File: config.mk
export PLATFORM = sky130hd
export DESIGN_NAME = led_matrix_command_decoder
export DESIGN_NICKNAME = d
export VERILOG_FILES = /design/src/lmcd_pkg.sv /design/src/lmcd_decode.sv /design/src/led_matrix_command_decoder.sv
export SDC_FILE = /design/constraint.sdc
export NUM_CORES = 1
export LEC_CHECK = 0
export ABC_AREA = 0
export BUFFER_PORTS_ARGS = -buffer_cell sky130_fd_sc_hd__buf_2
export CORE_MARGIN = 3
export CORE_UTILIZATION = 39
export DETAILED_ROUTE_END_ITERATION = 10
export PLACE_DENSITY = 0.63
export SLEW_MARGIN = 20
export SYNTH_ARGS = -nofsm -noshare
export SYNTH_HDL_FRONTEND = slang
export SYNTH_HIERARCHICAL = 1
export SYNTH_SLANG_ARGS = --single-unit
File: constraint.sdc
create_clock -name clock -period 1.96 [get_ports clock]
set_input_delay 0.392 -clock clock [delete_from_list [all_inputs] [get_ports clock]]
set_output_delay 0.392 -clock clock [all_outputs]
set_load 0.05 [all_outputs]
File: src/lmcd_pkg.sv
// ----------------------------------------------------------------------------
// lmcd_pkg: shared types and constants of the LED matrix command decoder
// Holds the command codes, the display RAM size and the control state record
// that the decode logic and the top level both use.
// ----------------------------------------------------------------------------
package lmcd_pkg;

   // Number of display RAM bytes; the pointer wraps at this size (2 to 16).
   localparam int RAM_BYTES = 16;
   localparam logic [4:0] RAM_SIZE = 5'(RAM_BYTES);

   // Command codes in the high nibble of the first byte of a transfer.
   localparam logic [3:0] OP_RAM  = 4'h0;
   localparam logic [3:0] OP_OSC  = 4'h2;
   localparam logic [3:0] OP_DISP = 4'h8;
   localparam logic [3:0] OP_PIN  = 4'ha;
   localparam logic [3:0] OP_DIM  = 4'he;

   // Dim level after reset: full brightness.
   localparam logic [3:0] DIM_RESET = 4'hf;

   // Control state that is reported with every result.
   typedef struct packed {
      logic       osc_on;
      logic       display_on;
      logic [1:0] blink_mode;
      logic [3:0] dim_level;
      logic       int_enable;
      logic       int_active_high;
   } ctrl_type;

   // Full decoder state: control state plus the RAM write pointer.
   typedef struct packed {
      ctrl_type   ctrl;
      logic       data_mode;
      logic [3:0] ram_pointer;
   } state_type;

   // Decoder state after reset: standby, display off, no blink, full dim
   // level, row output, active-low polarity and no data run.
   localparam state_type STATE_RESET = '{
      ctrl: '{osc_on:          1'b0,
              display_on:      1'b0,
              blink_mode:      2'b00,
              dim_level:       DIM_RESET,
              int_enable:      1'b0,
              int_active_high: 1'b0},
      data_mode:   1'b0,
      ram_pointer: 4'h0
   };

   // RAM write caused by one byte.
   typedef struct packed {
      logic       ram_write;
      logic [3:0] ram_addr;
      logic [7:0] ram_data;
   } wr_type;

   // Reduces a value into the RAM address range by repeated compare and
   // subtract; at most eight steps, enough for the values up to 16 passed here.
   function automatic logic [3:0] wrap_addr(logic [4:0] value);
      logic [4:0] v;
      v = value;
      for (int i = 0; i < 8; i++) begin
         if (v >= RAM_SIZE) begin
            v = v - RAM_SIZE;
         end
      end
      return v[3:0];
   endfunction

endpackage

File: src/lmcd_decode.sv
// ----------------------------------------------------------------------------
// lmcd_decode: command and data byte decode
// Computes the next decoder state and the RAM write for one received byte.
// ----------------------------------------------------------------------------
module lmcd_decode
   import lmcd_pkg::*;
(
   input  state_type  state_cur,
   input  logic [7:0] bus_byte,
   input  logic       first_byte,
   output state_type  state_nxt,
   output wr_type     wr
);

   logic [3:0] op;

   assign op = bus_byte[7:4];

   always_comb begin
      state_nxt = state_cur;
      wr        = '0;
      if (first_byte) begin
         // A command byte ends any data run and may update settings or load the pointer.
         state_nxt.data_mode = 1'b0;
         case (op)
            OP_OSC: begin
               state_nxt.ctrl.osc_on = bus_byte[0];
            end
            OP_DISP: begin
               state_nxt.ctrl.display_on = bus_byte[0];
               state_nxt.ctrl.blink_mode = bus_byte[2:1];
            end
            OP_PIN: begin
               state_nxt.ctrl.int_enable      = bus_byte[0];
               state_nxt.ctrl.int_active_high = bus_byte[1];
            end
            OP_DIM: begin
               state_nxt.ctrl.dim_level = bus_byte[3:0];
            end
            OP_RAM: begin
               state_nxt.ram_pointer = wrap_addr({1'b0, bus_byte[3:0]});
               state_nxt.data_mode   = 1'b1;
            end
            default: begin
               state_nxt.data_mode = 1'b0;
            end
         endcase
      end else if (state_cur.data_mode) begin
         // Data byte after a pointer load: write RAM and advance the pointer.
         wr.ram_write          = 1'b1;
         wr.ram_addr           = state_cur.ram_pointer;
         wr.ram_data           = bus_byte;
         state_nxt.ram_pointer = wrap_addr({1'b0, state_cur.ram_pointer} + 5'd1);
      end
   end

endmodule

File: src/led_matrix_command_decoder.sv
// ----------------------------------------------------------------------------
// led_matrix_command_decoder: device-side command decoder for an LED matrix
// Decodes bus bytes into display settings and display RAM writes.
// ----------------------------------------------------------------------------
// Usage:
//   The req channel carries one received bus byte per transaction in
//   req_tdata, with req_tuser set on the first (command) byte of a transfer.
//   The rsp channel returns exactly one transaction per request: the display
//   settings after that byte, and in rsp_tuser whether the byte writes
//   display RAM, with the address and data written.
//   A request passes the input register, then the result register; the
//   decode between them also updates the settings. Throughput is one
//   transaction per cycle while the receiver does not stall.
//   When the receiver stalls, the response holds and the input register
//   still takes one more byte; after that req_tready drops until the
//   response is taken.
//   Reset clears both pipeline stages and sets oscillator standby, display
//   off, no blink, full dim level, row output, active-low polarity and no
//   data run.
// ----------------------------------------------------------------------------
module led_matrix_command_decoder
   import lmcd_pkg::*;
(
   input  logic        clock,
   input  logic        reset,
   // Request channel.
   input  logic        req_tvalid,
   output logic        req_tready,
   input  logic [7:0]  req_tdata,   // [7:0] bus_byte
   input  logic        req_tuser,   // [0] first_byte
   // Response channel.
   output logic        rsp_tvalid,
   input  logic        rsp_tready,
   output logic [23:0] rsp_tdata,   // [0] osc_on, [1] display_on, [3:2] blink_mode,
                                    // [7:4] dim_level, [8] int_enable,
                                    // [9] int_active_high, [13:10] ram_addr,
                                    // [21:14] ram_data, [23:22] zero
   output logic        rsp_tuser    // [0] ram_write
);

   logic       in_valid_ff, in_valid_in;
   logic [7:0] in_byte_ff;
   logic       in_first_ff;
   logic       out_valid_ff, out_valid_in;
   ctrl_type   out_ctrl_ff;
   wr_type     out_wr_ff;
   state_type  state_ff, state_in;
   wr_type     dec_wr;
   logic       out_ready;
   logic       advance;

   // The result register frees when empty or taken; the input register
   // frees when empty or moving on.
   assign out_ready  = !out_valid_ff || rsp_tready;
   assign advance    = in_valid_ff && out_ready;
   assign req_tready = !in_valid_ff || out_ready;

   // Decode of the byte in the input register against the current state.
   lmcd_decode u_decode (
      .state_cur  (state_ff),
      .bus_byte   (in_byte_ff),
      .first_byte (in_first_ff),
      .state_nxt  (state_in),
      .wr         (dec_wr)
   );

   // Valid bits of both stages.
   always_comb begin
      in_valid_in = in_valid_ff;
      if (req_tready) begin
         in_valid_in = req_tvalid;
      end
      out_valid_in = out_valid_ff;
      if (out_ready) begin
         out_valid_in = in_valid_ff;
      end
   end

   // Control registers: stage valids and decoder state.
   always_ff @(posedge clock) begin
      if (reset) begin
         in_valid_ff  <= 1'b0;
         out_valid_ff <= 1'b0;
         state_ff     <= STATE_RESET;
      end else begin
         in_valid_ff  <= in_valid_in;
         out_valid_ff <= out_valid_in;
         if (advance) begin
            state_ff <= state_in;
         end
      end
   end

   // Payload registers of both stages.
   always_ff @(posedge clock) begin
      if (req_tready && req_tvalid) begin
         in_byte_ff  <= req_tdata;
         in_first_ff <= req_tuser;
      end
      if (advance) begin
         out_ctrl_ff <= state_in.ctrl;
         out_wr_ff   <= dec_wr;
      end
   end

   // Response packing.
   assign rsp_tvalid = out_valid_ff;
   assign rsp_tuser  = out_wr_ff.ram_write;
   assign rsp_tdata  = {2'b00,
                        out_wr_ff.ram_data,
                        out_wr_ff.ram_addr,
                        out_ctrl_ff.int_active_high,
                        out_ctrl_ff.int_enable,
                        out_ctrl_ff.dim_level,
                        out_ctrl_ff.blink_mode,
                        out_ctrl_ff.display_on,
                        out_ctrl_ff.osc_on};

endmodule

==> results.cfg, run 1 <==
[drt]
first_iter_violations = 56
vias = 1259
post_drt_wl_per_cell_um = 13.4
via_per_inst = 4.63
remaining_drc_errors = 0
dr.pass1.iters = 4
postRouteAntennaNets = 0
wirelength_um = 3630

[clocking]
clockRootBuffer = clkbuf_8
path_clk_slew_ps = 80
clk_latency_ps = 290
post_cts_resized = 0
cts_tree = built
cts_buffers = 5
cts_setup_buffers = 0
holdBufCountCts = 0
clockBufferDepth = 2
htree_levels = 2
clock_sinks = 49

[global_routing]
antenna_found_initial = 0
grt.overflow.total = 0
grt_start_max_net_pins = 39
grt_pass1_wl_um = 5890
grt_usage = 0.121
grt_pass1_vias = 1157

[floorplan]
initial_core_util = 0.411
num_io_pins = 40
num_rows = 26
die_w_um = 80.3
core_um2 = 5240
die_h_um = 80.3
die-area_um2 = 6450

[synthesis]
yosysMostFrequentCell = edfxtp_1
synth_top_family_by_area = simple AND/OR/NAND/NOR gates
synth_edf_count = 32
synthTopCellsByArea = edfxtp_1, dfxtp_1, mux2i_1
yosysTopAreaCell = edfxtp_1
synth_compound_area_frac = 0.0221
synth-simple-area-share = 0.178
syn_inst = 161
synthFlopType = edfxtp_1
ys_ff_latch = 49
ys_types = 32
synth_top_area_share = 0.446
synth_xor_area_frac = 0.00407
synthMuxAreaShare = 0.146
synth_fa_ha_area_frac = 0.0116
synthTopCellsByCount = edfxtp_1, nand2b_1, mux2i_1
synth-warning-count = 6
syn-cell-area_um2 = 2150
syn_area_per_cell_um2 = 13.4
synth.yosys.seq_area_share = 0.604
ys_async_sr_fraction = 0

[sta]
rsz0062_at_grt = false
finalHoldViolations = 0
fin_ws_ps = 284
setup_tns_ps = 0
layout_min_cycle_time_ps = 1680
setup_viol = 0
drv_slew = 0
fmax_ghz = 0.597
fin_skew_ps = 2.90
post-route-period-util = 0.855

[critical_path]
cp-startpoint = in_byte_ff[4]
rr_worst_depth = 3
cp_max_fo = 4
r2r-start = in_byte_ff[4]
endpoint_kind = flop
critPathKind = flop to flop
required_ps = 2010
arrival_ps = 1720
setup.worst_path.start_class = flop

[status]
status = finished, final reports clean

[placement]
hpwlAfterDp_um = 2400
place_ws_ps = 322
place_area_um2 = 2410
place.gp.congestion = 0.736
port_buffers = 37

[finish]
syn2layout_area_growth_pct = 15.7
finish.instance_area_um2 = 2490
utilization = 0.476
fin_nets = 216
diodes = 0
drive_above_1_share = 0.307

[power_and_ir_drop]
peakVddDrop_mv = 0.458
p_leak_nw = 0.932
p_per_area_nw_per_um2 = 763
total_power_mw = 1.90

[hold_path]
hp-class = primary input to flop
holdPathStages = 1
hp-start = req_tdata[3]

[run]
drv_cap = 0
==> state kept, by name, indices dropped and copies added (netlist names) <==
signal / flops
in_byte_ff: 8
in_first_ff: 1
in_valid_ff: 1
rsp_tdata: 22
rsp_tuser: 1
rsp_tvalid: 1
state_ff: 15
==> layer usage <==
| metal | part of all wire | wire length [um] | GRT usage |
|---|---|---|---|
| met5 | 0 | 0 | 0 |
| met4 | 0.0074 | 27 | 0.0389 |
| met3 | 0.069 | 250 | 0.0336 |
| met2 | 0.41 | 1500 | 0.165 |
| met1 | 0.51 | 1850 | 0.182 |
==> kinds of logic after synthesis <==
logic type                 count (synthesis)
and+or+nand+nor                           62
DFF                                       49
muxes                                     29
buffers and inverters                     10
AOI/OAI and AO/OA                          7
adders and majority gates                  2
other                                      1
xor gates and xnor gates                   1
==> through the flow <==
step	hold WS [ps]	cells
after floorplan	445	162
after global placement	459	264
after detailed placement	464	264
after CTS	259	272
after global routing	249	272
final	271	272
==> critical path, stage by stage, from the launching register on <==
cell and delay (ps):
edfxtp_1 470, nor2b_1 230, nor3b_1 350, mux2_2 390
==> power by group <==
group	total [mW]	switching (mW)	internal, mW
Sequential	1.16	0.0248	1.13
Clock	0.560	0.306	0.254
Combinational	0.187	0.127	0.0601
==> final cells by class <==
class,instances,area (um^2)
well taps,70,87.6
clock buffers,8,80.1
fillers,480,2750
flip-flops and latches,49,1300
inverters,1,3.75
multi-input cells,103,791
repair buffers,41,228
==> placed cells by master, fill, tap and decap left out, types with 3 or more instances in the layout <==
cell type / n
clkbuf_1: 3
mux2i_1: 19
nand2b_1: 23
clkbuf_8: 5
buf_4: 3
nor2b_1: 4
and2_1: 10
a21oi_1: 4
nor2_1: 12
buf_2: 37
mux2_2: 7
mux2_4: 3
edfxtp_1: 32
dfxtp_1: 17
==> final timing paths <==
kind,end,slack [ps]
max,rsp_tdata[9],280
min,in_byte_ff[3],270
max reg2reg,rsp_tdata[9],280
min reg2reg,state_ff[5],470
Note: power is estimated with default switching activity, not from simulation.
==> run 2, diff against run 1 <==
--- a/config.mk
+++ b/config.mk
@@ -10,7 +10,6 @@
 export CORE_MARGIN = 3
 export CORE_UTILIZATION = 39
 export DETAILED_ROUTE_END_ITERATION = 10
-export PLACE_DENSITY = 0.63
 export SLEW_MARGIN = 20
 export SYNTH_ARGS = -nofsm -noshare
 export SYNTH_HDL_FRONTEND = slang
==> run 2 against run 1 <==
- sequential power about the same
- global-route usage rose by 0.71 points
- via count grew 1.7%
- critical path depth rose by 2
- largest cell class unchanged
==> results.cfg, run 2 (synthesized netlist as in run 1, its figures left out) <==
[floorplan]
core_um2 = 5240
num_io_pins = 40
die_h_um = 80.3
die_w_um = 80.3
initial_core_util = 0.411
die-area_um2 = 6450
num_rows = 26

[clocking]
clockRootBuffer = clkbuf_8
clockBufferDepth = 2
cts_buffers = 5
cts_setup_buffers = 0
post_cts_resized = 0
clock_sinks = 49
holdBufCountCts = 0
htree_levels = 2
cts_tree = built
path_clk_slew_ps = 90
clk_latency_ps = 300

[run]
drv_cap = 0

[placement]
dp_cells = 265
port_buffers = 37
place.gp.congestion = 0.683
hpwlAfterDp_um = 2710
place_area_um2 = 2410

[critical_path]
required_ps = 2160
cp_max_fo = 4
worstPathCellList = nor2b_1 -> nor3b_1 -> mux2_2 -> nand2b_1 -> mux2i_1
slowest_stage = edfxtp_1
critPathKind = flop to flop
crit_end = state_ff[5]
setup.worst_path.start_class = flop
arrival_ps = 1880
rr_worst_depth = 5
r2r-start = in_byte_ff[4]
r2r_end = state_ff[5]
cp-startpoint = in_byte_ff[4]
endpoint_kind = flop
r2r_slack_ps = 280
critPathMaxStageDelay_ps = 480

[drt]
wirelength_um = 3800
vias = 1280
post_drt_wl_per_cell_um = 13.9
dr.pass1.iters = 4
via_per_inst = 4.69
postRouteAntennaNets = 0
remaining_drc_errors = 0
first_iter_violations = 41

[finish]
drive_above_1_share = 0.325
syn2layout_area_growth_pct = 17.1
diodes = 0
stdcell_count = 273
fin_nets = 217
largest_reg_flops = 22
mostFrequentLayoutCells = buf_2, edfxtp_1, nand2b_1
finish.instance_area_um2 = 2520
mostFrequentLayoutCell = buf_2

[sta]
setup_viol = 0
drv_slew = 0
worst_hold_slack_ps = 266
layout_min_cycle_time_ps = 1680
post-route-period-util = 0.858
finalHoldViolations = 0
fmax_ghz = 0.595
setup_tns_ps = 0
rsz0062_at_grt = false
fin_skew_ps = 9.75

[global_routing]
grt_start_max_net_pins = 33
grt.overflow.total = 0
grt_pass1_wl_um = 6130
grt_usage = 0.128
grt_pass1_vias = 1255
antenna_found_initial = 0

[power_and_ir_drop]
total_power_mw = 2.06
p_leak_nw = 0.948
peakVddDrop_mv = 0.423
p_per_area_nw_per_um2 = 816

[hold_path]
hp-class = primary input to flop

[status]
status = finished, final reports clean
==> run 2: cell count changes in the layout (fill, tap and decap cells not counted) <==
| cell | change |
|---|---|
| buf_12 | -1 |
| clkinvlp_4 | +1 |
| clkbuf_1 | -3 |
| bufinv_16 | +1 |
| clkinv_4 | +1 |
| buf_4 | +2 |
==> run 2: cell type report <==
type | instances | area (um^2)
well taps | 70 | 87.6
clock inverters | 3 | 46.3
fillers | 482 | 2720
repair buffers | 42 | 223
inverters | 1 | 3.75
clock buffers | 5 | 68.8
flip-flops and latches | 49 | 1300
multi-input cells | 103 | 791
==> run 2: worst min-delay path by stage <==
stage | to | startpoint | slack, ps | cells past startpoint
after global routing | in_first_ff | req_tuser | 250 | 1
after detailed placement | state_ff[12] | state_ff[12] | 470 | 2
after floorplan | state_ff[14] | state_ff[14] | 450 | 2
after CTS | in_byte_ff[2] | req_tdata[2] | 250 | 1
final | in_byte_ff[2] | req_tdata[2] | 270 | 1
after global placement | state_ff[14] | state_ff[14] | 450 | 2
==> run 2: where the power goes <==
group | total (mW) | internal [mW] | switching (mW)
Combinational | 0.185 | 0.0584 | 0.127
Clock | 0.715 | 0.382 | 0.333
Sequential | 1.16 | 1.13 | 0.0256
Total | 2.06 | 1.57 | 0.486
==> run 2: metrics by stage <==
step | util | setup slack, ps
floorplan | - | 379
global placement | 0.459 | 340
detailed placement | 0.459 | 281
CTS | 0.481 | 269
global route | 0.481 | 187
finish | 0.481 | 278
==> run 2: layer usage <==
layer  up-vias  part of all wire  global-route usage  routed length (um)
met2        38              0.45               0.204                1720
met3         6             0.058              0.0258                 220
met1       594              0.48               0.165                1810
met4         0             0.012              0.0608                  46
li1        642                 -                   -                   -
met5         -                 0                   0                   0
==> run 2: critical path: cells and delay by family (launching register included) <==
| family | cells | cell delay [ps] |
|---|---|---|
| flip-flops | 1 | 480 |
| multiplexers | 2 | 460 |
| AND/OR/NAND/NOR | 3 | 640 |
